`src/rtl/tlca_pkg.sv`:
```
// Shared types and constants of the tank level calibrate/average block.
// No dependencies; every other file in rtl/ imports this package.
`default_nettype none

package tlca_pkg;

	localparam int ADC_W  = 12;
	localparam int VOL_W  = 24;
	localparam int LIT_W  = 17;
	localparam int ERR_W  = 3;

	// divider: dividend holds sample * litre span, divisor holds an ADC span
	localparam int DIVD_W = ADC_W + VOL_W;
	localparam int DIVR_W = 12;
	localparam int CNT_W  = $clog2(DIVD_W + 1);
	localparam int VAL_W  = DIVD_W + 2;

	localparam logic [ERR_W-1:0] ERR_NONE      = 3'd0;
	localparam logic [ERR_W-1:0] ERR_LIMIT     = 3'd1;
	localparam logic [ERR_W-1:0] ERR_RANGE     = 3'd2;
	localparam logic [ERR_W-1:0] ERR_ZERO_SPAN = 3'd3;
	localparam logic [ERR_W-1:0] ERR_NOT_POS   = 3'd4;

	localparam logic signed [LIT_W-1:0] LITRES_INVALID = -17'sd1;
	localparam logic signed [LIT_W-1:0] LITRES_SAT_MAX = 17'sd65535;

	localparam int REG_AW = 4;
	localparam logic [1:0] REG_ADC_EMPTY = 2'd0;
	localparam logic [1:0] REG_ADC_FULL  = 2'd1;
	localparam logic [1:0] REG_VOL_MIN   = 2'd2;
	localparam logic [1:0] REG_VOL_MAX   = 2'd3;

	// reciprocal m with floor(x / d) == (x * m) >> (n + clog2(d)) for every n-bit x;
	// m fits in n + 1 bits
	function automatic longint unsigned recip_mult(input int n, input int d);
		int k;
		k = n + $clog2(d);
		return ((64'd1 << k) + 64'(d) - 64'd1) / 64'(d);
	endfunction

	typedef struct packed {
		logic [ADC_W-1:0] adc_empty;
		logic [ADC_W-1:0] adc_full;
		logic [VOL_W-1:0] volume_min_ml;
		logic [VOL_W-1:0] volume_max_ml;
	} cfg_t;

	typedef struct packed {
		logic              start;
		logic [DIVD_W-1:0] dividend;   // left-aligned: the top nbits are the value
		logic [DIVR_W-1:0] divisor;
		logic [CNT_W-1:0]  nbits;
	} div_req_t;

	typedef struct packed {
		logic signed [LIT_W-1:0] litres;
		logic [ADC_W-1:0]        sample;
	} ring_entry_t;

	typedef enum logic [3:0] {
		S_IDLE,
		S_SPAN,
		S_PROD,
		S_Q_GO,
		S_Q_WAIT,
		S_CALC,
		S_WRITE,
		S_AVG,
		S_OUT
	} state_t;

endpackage

`default_nettype wire

```
`src/rtl/tank_level_calibrate_average_core.sv`:
```
// Tank level calibration and averaging core. Each input beat carries one
// level-sensor ADC sample; the core converts it to whole litres by an
// inverted two-point calibration, stores sample and litres together in one
// ring of RING_DEPTH entries, and returns one output beat with the litres,
// an error code, the truncated ring averages and the empty flag. One sample
// is worked on at a time. A valid sample is paced by the bit-serial divider
// that divides the sample-times-litre-span product by the ADC span one bit
// per cycle; the divisions by ML_PER_LITRE and RING_DEPTH are reciprocal
// multiplications. A rejected sample skips the calibration. A result still
// waiting on the output holds the core in its last state. The ring keeps
// running sums updated by read-modify-write of the slot being replaced, so
// no walk over the ring is needed. The next sample is taken while the
// previous result still waits on the output. No clearing pass: ring slots
// carry valid bits that reset clears. Depends on tlca_pkg, tlca_cfg,
// tlca_ring and tlca_div.
`default_nettype none

module tank_level_calibrate_average_core #(
	parameter int RING_DEPTH   = 10,
	parameter int ADC_LIMIT    = 4095,
	parameter int ML_PER_LITRE = 1000
) (
	input  wire logic                        clk,
	input  wire logic                        arst_n,
	input  wire logic                        psel,
	input  wire logic                        penable,
	input  wire logic                        pwrite,
	input  wire logic [tlca_pkg::REG_AW-1:0] paddr,
	input  wire logic [31:0]                 pwdata,
	output logic [31:0]                      prdata,
	output logic                             pready,
	input  wire logic                        s_tvalid,
	output logic                             s_tready,
	input  wire logic [15:0]                 s_tdata,  // [11:0] adc_sample
	output logic                             m_tvalid,
	input  wire logic                        m_tready,
	// [16:0] sample_litres, [19:17] error_code, [36:20] average_litres,
	// [48:37] average_adc, [49] tank_empty
	output logic [55:0]                      m_tdata
);
	import tlca_pkg::*;

	localparam int AW     = (RING_DEPTH > 1) ? $clog2(RING_DEPTH) : 1;
	localparam int LSUM_W = LIT_W + $clog2(RING_DEPTH);
	localparam int ASUM_W = ADC_W + $clog2(RING_DEPTH);

	localparam int               ML_SH  = VOL_W + $clog2(ML_PER_LITRE);
	localparam logic [VOL_W:0]   ML_RCP = (VOL_W+1)'(recip_mult(VOL_W, ML_PER_LITRE));
	localparam int               LA_SH  = LSUM_W + $clog2(RING_DEPTH);
	localparam logic [LSUM_W:0]  LA_RCP = (LSUM_W+1)'(recip_mult(LSUM_W, RING_DEPTH));
	localparam int               AA_SH  = ASUM_W + $clog2(RING_DEPTH);
	localparam logic [ASUM_W:0]  AA_RCP = (ASUM_W+1)'(recip_mult(ASUM_W, RING_DEPTH));

	cfg_t        cfg;
	state_t      state_q, state_d;
	div_req_t    div_req;
	logic        div_done;
	logic [DIVD_W-1:0] quot;

	logic        ring_rd_en, ring_wr_en;
	ring_entry_t ring_old, ring_new;
	logic [AW-1:0] slot_q;

	logic [ADC_W-1:0]  sample_in;
	logic [ERR_W-1:0]  err_in;
	logic              accept;

	logic [ADC_W-1:0]  sample_q;
	logic [ERR_W-1:0]  err_q;
	logic              empty_q;
	logic [VOL_W-1:0]  l_q, b_q;
	logic [DIVD_W-1:0] prod_q;
	logic signed [LIT_W-1:0] lit_q;
	logic signed [LSUM_W-1:0] lsum_q;
	logic [ASUM_W-1:0] asum_q;
	logic signed [LIT_W-1:0] avg_l_q;
	logic [ADC_W-1:0]  avg_a_q;

	logic              out_valid_q;
	logic [55:0]       out_data_q;

	logic [ADC_W-1:0]  adc_span;
	logic [VOL_W-1:0]  vol_span;
	logic signed [VAL_W-1:0] value;
	logic              lsum_neg;
	logic [LSUM_W-1:0] lsum_abs;
	logic signed [LIT_W-1:0] quot_lit;

	logic [2*VOL_W:0]  vspan_prod;
	logic [2*VOL_W:0]  vmin_prod;
	logic [2*LSUM_W:0] lsum_prod;
	logic [2*ASUM_W:0] asum_prod;

	tlca_cfg u_cfg (
		.clk     (clk),
		.arst_n  (arst_n),
		.psel    (psel),
		.penable (penable),
		.pwrite  (pwrite),
		.paddr   (paddr),
		.pwdata  (pwdata),
		.prdata  (prdata),
		.pready  (pready),
		.cfg     (cfg)
	);

	tlca_ring #(
		.DEPTH (RING_DEPTH),
		.AW    (AW)
	) u_ring (
		.clk     (clk),
		.arst_n  (arst_n),
		.rd_en   (ring_rd_en),
		.rd_addr (slot_q),
		.rd_data (ring_old),
		.wr_en   (ring_wr_en),
		.wr_addr (slot_q),
		.wr_data (ring_new)
	);

	tlca_div u_div (
		.clk    (clk),
		.arst_n (arst_n),
		.req    (div_req),
		.done   (div_done),
		.quot   (quot)
	);

	assign sample_in = s_tdata[ADC_W-1:0];
	assign accept    = s_tvalid & s_tready;

	assign adc_span = (cfg.adc_empty >= cfg.adc_full) ? cfg.adc_empty - cfg.adc_full
	                                                  : cfg.adc_full - cfg.adc_empty;
	assign vol_span = (cfg.volume_max_ml >= cfg.volume_min_ml)
	                ? cfg.volume_max_ml - cfg.volume_min_ml
	                : cfg.volume_min_ml - cfg.volume_max_ml;

	// sample checks in priority order
	always_comb begin
		if ({4'b0, sample_in} >= 16'(ADC_LIMIT)) begin
			err_in = ERR_LIMIT;
		end else if (sample_in > cfg.adc_empty || sample_in < cfg.adc_full) begin
			err_in = ERR_RANGE;
		end else if (cfg.adc_empty == cfg.adc_full) begin
			err_in = ERR_ZERO_SPAN;
		end else begin
			err_in = ERR_NONE;
		end
	end

	// constant divisions as multiply by reciprocal, quotient in the top bits
	assign vspan_prod = (2*VOL_W+1)'(vol_span) * (2*VOL_W+1)'(ML_RCP);
	assign vmin_prod  = (2*VOL_W+1)'(cfg.volume_min_ml) * (2*VOL_W+1)'(ML_RCP);
	assign lsum_prod  = (2*LSUM_W+1)'(lsum_abs) * (2*LSUM_W+1)'(LA_RCP);
	assign asum_prod  = (2*ASUM_W+1)'(asum_q) * (2*ASUM_W+1)'(AA_RCP);

	assign value = VAL_W'(l_q) + VAL_W'(b_q) - VAL_W'(quot);
	assign lsum_neg = lsum_q[LSUM_W-1];
	assign lsum_abs = lsum_neg ? LSUM_W'(-lsum_q) : LSUM_W'(lsum_q);
	assign quot_lit = LIT_W'(lsum_prod[2*LSUM_W:LA_SH]);

	assign ring_new.litres = lit_q;
	assign ring_new.sample = sample_q;

	// next state
	always_comb begin
		state_d = state_q;
		unique case (state_q)
			S_IDLE:    if (s_tvalid) state_d = (err_in != ERR_NONE) ? S_CALC : S_SPAN;
			S_SPAN:    state_d = S_PROD;
			S_PROD:    state_d = S_Q_GO;
			S_Q_GO:    state_d = S_Q_WAIT;
			S_Q_WAIT:  if (div_done) state_d = S_CALC;
			S_CALC:    state_d = S_WRITE;
			S_WRITE:   state_d = S_AVG;
			S_AVG:     state_d = S_OUT;
			S_OUT:     if (!out_valid_q || m_tready) state_d = S_IDLE;
			default:   state_d = S_IDLE;
		endcase
	end

	// control outputs
	always_comb begin
		s_tready     = 1'b0;
		ring_rd_en   = 1'b0;
		ring_wr_en   = 1'b0;
		div_req      = '0;
		unique case (state_q)
			S_IDLE: begin
				s_tready   = 1'b1;
				ring_rd_en = s_tvalid;   // fetch the slot about to be replaced
			end
			S_Q_GO: begin
				div_req.start    = 1'b1;
				div_req.dividend = prod_q;
				div_req.divisor  = adc_span;
				div_req.nbits    = CNT_W'(DIVD_W);
			end
			S_WRITE: begin
				ring_wr_en = 1'b1;
			end
			default: ;
		endcase
	end

	always_ff @(posedge clk or negedge arst_n) begin
		if (!arst_n) begin
			state_q     <= S_IDLE;
			slot_q      <= '0;
			lsum_q      <= '0;
			asum_q      <= '0;
			out_valid_q <= 1'b0;
		end else begin
			state_q <= state_d;
			if (state_q == S_WRITE) begin
				lsum_q <= lsum_q - LSUM_W'(ring_old.litres) + LSUM_W'(lit_q);
				asum_q <= asum_q - ASUM_W'(ring_old.sample) + ASUM_W'(sample_q);
				slot_q <= (slot_q == AW'(RING_DEPTH - 1)) ? '0 : slot_q + 1'b1;
			end
			if (state_q == S_OUT && (!out_valid_q || m_tready)) begin
				out_valid_q <= 1'b1;
			end else if (m_tready) begin
				out_valid_q <= 1'b0;
			end
		end
	end

	always_ff @(posedge clk) begin
		if (accept) begin
			sample_q <= sample_in;
			err_q    <= err_in;
			empty_q  <= sample_in > cfg.adc_empty;
		end
		if (state_q == S_SPAN) begin
			l_q <= VOL_W'(vspan_prod[2*VOL_W:ML_SH]);
			b_q <= VOL_W'(vmin_prod[2*VOL_W:ML_SH]);
		end
		if (state_q == S_PROD) begin
			prod_q <= DIVD_W'(sample_q) * DIVD_W'(l_q);
		end
		if (state_q == S_CALC) begin
			if (err_q != ERR_NONE) begin
				lit_q <= LITRES_INVALID;
			end else if (value <= 0) begin
				lit_q <= LITRES_INVALID;
				err_q <= ERR_NOT_POS;
			end else if (value > VAL_W'(LITRES_SAT_MAX)) begin
				lit_q <= LITRES_SAT_MAX;
			end else begin
				lit_q <= value[LIT_W-1:0];
			end
		end
		if (state_q == S_AVG) begin
			avg_l_q <= lsum_neg ? -quot_lit : quot_lit;
			avg_a_q <= ADC_W'(asum_prod[2*ASUM_W:AA_SH]);
		end
		if (state_q == S_OUT && (!out_valid_q || m_tready)) begin
			out_data_q <= {6'b0, empty_q, avg_a_q, avg_l_q, err_q, lit_q};
		end
	end

	assign m_tvalid = out_valid_q;
	assign m_tdata  = out_data_q;

endmodule

`default_nettype wire

```
`src/rtl/tlca_cfg.sv`:
```
// APB-style register file for the calibration points and tank volumes.
// Depends on tlca_pkg (cfg_t, register index codes).
`default_nettype none

module tlca_cfg (
	input  wire logic                        clk,
	input  wire logic                        arst_n,
	input  wire logic                        psel,
	input  wire logic                        penable,
	input  wire logic                        pwrite,
	input  wire logic [tlca_pkg::REG_AW-1:0] paddr,
	input  wire logic [31:0]                 pwdata,
	output logic [31:0]                      prdata,
	output logic                             pready,
	output tlca_pkg::cfg_t                   cfg
);
	import tlca_pkg::*;

	cfg_t       cfg_q;
	logic       wr_en;
	logic [1:0] idx;

	assign pready = 1'b1;
	assign wr_en  = psel & penable & pwrite;
	assign idx    = paddr[3:2];
	assign cfg    = cfg_q;

	always_ff @(posedge clk or negedge arst_n) begin
		if (!arst_n) begin
			cfg_q.adc_empty     <= 12'd4095;
			cfg_q.adc_full      <= '0;
			cfg_q.volume_min_ml <= '0;
			cfg_q.volume_max_ml <= '0;
		end else if (wr_en) begin
			unique case (idx)
				REG_ADC_EMPTY: cfg_q.adc_empty     <= pwdata[ADC_W-1:0];
				REG_ADC_FULL:  cfg_q.adc_full      <= pwdata[ADC_W-1:0];
				REG_VOL_MIN:   cfg_q.volume_min_ml <= pwdata[VOL_W-1:0];
				REG_VOL_MAX:   cfg_q.volume_max_ml <= pwdata[VOL_W-1:0];
				default: ;
			endcase
		end
	end

	always_comb begin
		unique case (idx)
			REG_ADC_EMPTY: prdata = 32'(cfg_q.adc_empty);
			REG_ADC_FULL:  prdata = 32'(cfg_q.adc_full);
			REG_VOL_MIN:   prdata = 32'(cfg_q.volume_min_ml);
			REG_VOL_MAX:   prdata = 32'(cfg_q.volume_max_ml);
			default:       prdata = '0;
		endcase
	end

endmodule

`default_nettype wire

```
`src/rtl/tlca_ring.sv`:
```
// Ring storage of past samples and litre values: one synchronous memory,
// registered read, per-entry valid bits so unwritten slots read zero.
// Depends on tlca_pkg (ring_entry_t).
`default_nettype none

module tlca_ring #(
	parameter int DEPTH = 10,
	parameter int AW    = 4
) (
	input  wire logic                  clk,
	input  wire logic                  arst_n,
	input  wire logic                  rd_en,
	input  wire logic [AW-1:0]         rd_addr,
	output tlca_pkg::ring_entry_t      rd_data,
	input  wire logic                  wr_en,
	input  wire logic [AW-1:0]         wr_addr,
	input  tlca_pkg::ring_entry_t      wr_data
);
	import tlca_pkg::*;

	ring_entry_t            mem [DEPTH];
	logic [DEPTH-1:0]       valid_q;
	ring_entry_t            rd_data_q;
	logic                   rd_valid_q;

	always_ff @(posedge clk) begin
		if (wr_en) begin
			mem[wr_addr] <= wr_data;
		end
		// hold the read word until the next read
		if (rd_en) begin
			rd_data_q <= mem[rd_addr];
		end
	end

	always_ff @(posedge clk or negedge arst_n) begin
		if (!arst_n) begin
			valid_q    <= '0;
			rd_valid_q <= 1'b0;
		end else begin
			if (wr_en) begin
				valid_q[wr_addr] <= 1'b1;
			end
			if (rd_en) begin
				rd_valid_q <= valid_q[rd_addr];
			end
		end
	end

	assign rd_data = rd_valid_q ? rd_data_q : '0;

endmodule

`default_nettype wire

```
`src/rtl/tlca_div.sv`:
```
// Radix-2 restoring divider, one quotient bit per cycle, for the division
// by the ADC span. Depends on tlca_pkg (div_req_t, widths).
`default_nettype none

module tlca_div (
	input  wire logic                        clk,
	input  wire logic                        arst_n,
	input  tlca_pkg::div_req_t               req,
	output logic                             done,
	output logic [tlca_pkg::DIVD_W-1:0]      quot
);
	import tlca_pkg::*;

	logic              busy_q;
	logic              done_q;
	logic [CNT_W-1:0]  cnt_q;
	logic [DIVD_W-1:0] dq_q;
	logic [DIVR_W-1:0] rem_q;
	logic [DIVR_W-1:0] divisor_q;

	logic [DIVR_W:0]   trial;
	logic              ge;
	logic [DIVR_W:0]   diff;

	// dividend bits leave at the top, quotient bits enter at the bottom
	assign trial = {rem_q, dq_q[DIVD_W-1]};
	assign ge    = trial >= {1'b0, divisor_q};
	assign diff  = trial - {1'b0, divisor_q};

	always_ff @(posedge clk or negedge arst_n) begin
		if (!arst_n) begin
			busy_q <= 1'b0;
			done_q <= 1'b0;
			cnt_q  <= '0;
		end else begin
			done_q <= 1'b0;
			if (req.start) begin
				busy_q <= 1'b1;
				cnt_q  <= req.nbits;
			end else if (busy_q) begin
				cnt_q <= cnt_q - 1'b1;
				if (cnt_q == CNT_W'(1)) begin
					busy_q <= 1'b0;
					done_q <= 1'b1;
				end
			end
		end
	end

	always_ff @(posedge clk) begin
		if (req.start) begin
			dq_q      <= req.dividend;
			rem_q     <= '0;
			divisor_q <= req.divisor;
		end else if (busy_q) begin
			dq_q  <= {dq_q[DIVD_W-2:0], ge};
			rem_q <= ge ? diff[DIVR_W-1:0] : trial[DIVR_W-1:0];
		end
	end

	assign done = done_q;
	assign quot = dq_q;

endmodule

`default_nettype wire
```
`config.mk`:
```
export PLATFORM = sky130hd
export DESIGN_NAME = tank_level_calibrate_average_core
export DESIGN_NICKNAME = d
export VERILOG_FILES = /design/src/rtl/tlca_pkg.sv /design/src/rtl/tank_level_calibrate_average_core.sv /design/src/rtl/tlca_cfg.sv /design/src/rtl/tlca_ring.sv /design/src/rtl/tlca_div.sv
export SDC_FILE = /design/constraint.sdc
export NUM_CORES = 2
export LEC_CHECK = 0
export ABC_AREA = 0
export BUFFER_PORTS_ARGS = -buffer_cell sky130_fd_sc_hd__buf_2
export CORE_MARGIN = 2
export CORE_UTILIZATION = 45
export CTS_BUF_LIST = sky130_fd_sc_hd__clkbuf_4 sky130_fd_sc_hd__clkbuf_8 sky130_fd_sc_hd__clkbuf_16
export CTS_CLUSTER_SIZE = 25
export DETAILED_ROUTE_END_ITERATION = 12
export MAX_ROUTING_LAYER = met4
export PLACE_DENSITY = 0.65
export SLEW_MARGIN = 15
export SYNTH_ARGS = -nofsm -noshare
export SYNTH_HDL_FRONTEND = slang
export SYNTH_SLANG_ARGS = --single-unit
```
`constraint.sdc`:
```
create_clock -name clk -period 10.24 [get_ports clk]
set_clock_uncertainty 0.15 [all_clocks]
set_input_delay 1.024 -clock clk [delete_from_list [all_inputs] [get_ports clk]]
set_output_delay 1.024 -clock clk [all_outputs]
set_load 0.01 [all_outputs]
```
==> results.cfg <==
[critical_path]
critPathLaunch = u_cfg.cfg[0]
cp.required_ps = 10500
path_max_fanout = 6
cp_top_family = adder cells
start_kind = flop
cp-end-kind = flop
arrival_ps = 10040
r2r_start = u_cfg.cfg[0]
path_buf_inv = 5
max_stage_delay_ps = 540
cp_slowest_cell = fa_1
path_common_cell = fa_1
worst-setup-path-type = flop to flop

[layout]
area_growth_pct = 9.28
multi_input_area_mm2 = 0.0435
seq_area_mm2 = 0.0198
drive_gt1_frac = 0.0905
mostFrequentLayoutCells = inv_1 (1,395), ha_1 (1,048), fa_1 (741)
fin_nets = 8394
layout_commonest_cell = inv_1
n_fill_cell = 13800

[logic_synthesis]
yosys-top-cells-area = edfxtp_1 (23%), fa_1 (22%), ha_1 (19%)
synth-edff-count = 533
synth_area_per_cell_um2 = 10.8
synth_flop_cell = edfxtp_1
postSynthCellCount = 6365
synth_seq_area_share = 0.287
synthDistinctLibCells = 96
ys_ff_latch = 685
yosys.area.top_type = edfxtp_1
post_synth_instance_area_mm2 = 0.0689
yosysWarnings = 0
synth_top_area_frac = 0.232
synth-async-reset-ratio = 0.200

[timing]
fin_crit_sh = 0.954
tns_ps = 0
timing.hold.ws_ps = 236
relSlewSlack = 0.268
drv_slew = 0
period_minus_slack_ps = 9770
fmax_ghz = 0.102
setup_viol = 0
hold_violations = 0
worst_pin_slew_ps = 1090

[cts]
tritoncts = yes
root_buffer = clkbuf_16
cts.sinks = 685
clk_pin_slew_ps = 60
clk_latency_ps = 710
h-tree-depth = 3
clock_path_buffers = 3
ctsHoldBuffers = 0
cts-buffers-inserted = 80

[placed_design]
place_hpwl_um = 132000
portBuffers = 120
place_congestion = 0.953

[floorplanning]
dieWidth_um = 395
core-area_mm2 = 0.152
core.rowCount = 143
initial_core_util = 0.453
dieHeight_um = 395
die_area_mm2 = 0.156
pin_count = 150

[route]
vias_per_cell = 5.25
wl_um = 166000
antenna_left = 0
routedWlPerCell_um = 19.2
route.vias.total = 45400
first_pass_iters = 5
drt_iter0_drc = 2358
drcViolationCount = 0

[outcome]
status = finished clean

[global_route]
grt_pass1_vias = 48500
globalRouteOverflowTotal = 0
grt_pass1_wl_um = 265000
grt_max_degree = 86
track_usage = 0.223
antenna_found_initial = 3

[hold_path]
hold_class = primary input to asynchronous set/reset pin

[flow_run]
maxCapViolCount = 0
-- through the flow --
step | utilization | cell area, µm² | worst slack (ps) | std cells
final | 0.495 | 75300 | 467 | 8645
after floorplan | - | 69000 | 580 | 6378
after global placement | 0.476 | 72400 | 102 | 8489
after global routing | 0.495 | 75300 | -11.6 | 8643
after CTS | 0.494 | 75200 | 168 | 8637
after detailed placement | 0.476 | 72400 | 34.9 | 8489
-- per-layer routing --
metal,global-route usage,up-vias,wire [µm]
met3,0.0306,297,7620
met5,-,-,0
li1,-,21400,-
met1,0.266,22700,68400
met4,0.0714,0,5820
met2,0.388,1027,83800
-- worst paths after layout --
path | to | slack, ps | depth (start not counted)
setup / recovery | l_q[0] | 470 | 39
hold / removal | u_cfg.cfg[56] | 240 | 1
setup reg to reg | l_q[0] | 470 | 39
hold reg to reg | m_tdata[41] | 270 | 0
max in group asynchronous | slot_q[0] | 8130 | 2
min in group clk | m_tdata[41] | 270 | 0
-- timing repair --
action | CTS | global route
pin swaps | 0 | 1
resized for setup | 1 | 11
setup buffers | 0 | 3
gates cloned | 0 | 1
endpoints found under the setup margin | 2 | 12
-- registers in the layout (all words and copies together), names as in the netlist, 6 cells and up --
register and cells:
u_ring.mem 290, u_cfg.cfg 72, m_tdata 50, u_div.quot 36, u_ring.rd_data_q 29, prod_q 27
lsum_q 21, avg_l_q 17, lit_q 17, asum_q 16, b_q 15, l_q 15
avg_a_q 12, sample_q 12, u_div.divisor_q 12, u_div.rem_q 12, u_ring.valid_q 10, u_div.cnt_q 6
-- cell type report --
type                       count  area share
clock buffer                 105      0.0295
tap                         2030      0.0337
sequential                   685       0.262
inverter                    1404      0.0700
multi-input combinational   4136       0.577
antenna                        4    0.000133
timing repair buffer         238      0.0198
clock inverter                43     0.00713
-- cell usage after synthesis, types with 8 or more instances --
master     number
a21oi_1       239
o41ai_1         8
o21a_1         32
o21ai_0       172
clkbuf_1      120
nand2_1       426
nor2b_1        77
nand2b_1       51
a2111oi_0       9
mux4_2         72
mux2_2         47
inv_1        1396
buf_1          13
and2_1         69
o31ai_1        18
o211ai_1       11
buf_4          17
or2_1          10
a211oi_1       47
a21o_1        105
a21boi_0       10
edfxtp_1      533
nand4_1        42
mux2i_1        57
nor3_1         69
dfxtp_1        15
or3_1          15
nor4_1         17
dfrtp_1       125
nor2_1        219
or2_2          18
ha_1         1049
xor2_1         69
o21bai_1       28
dfstp_2        12
o21ai_1        20
nand3_1        52
and3_1         15
a31oi_1        18
fa_1          741
xnor2_1       173
-- logic make-up after synthesis --
family	after synthesis	synth area share
AOI/OAI and AO/OA	798	0.0742
xor gates and xnor gates	244	0.0312
adders and majority gates	1790	0.406
buffers and inverters	1558	0.0859
DFF	685	0.287
muxes	177	0.0397
other	2	0.000109
and+or+nand+nor	1111	0.0765
-- worst register-to-register path, delay by kind of cell, from the launching register on --
family / cells / cell delay, ps
XOR/XNOR: 2 / 410
AO/OA/AOI/OAI: 18 / 3520
flip-flops: 1 / 400
buffers and inverters: 5 / 270
adder cells (fa/ha/maj): 10 / 4250
AND/OR/NAND/NOR: 4 / 470
Power is not shown: default switching activity piles up to over one toggle a cycle in this logic, so the estimate is an artifact.
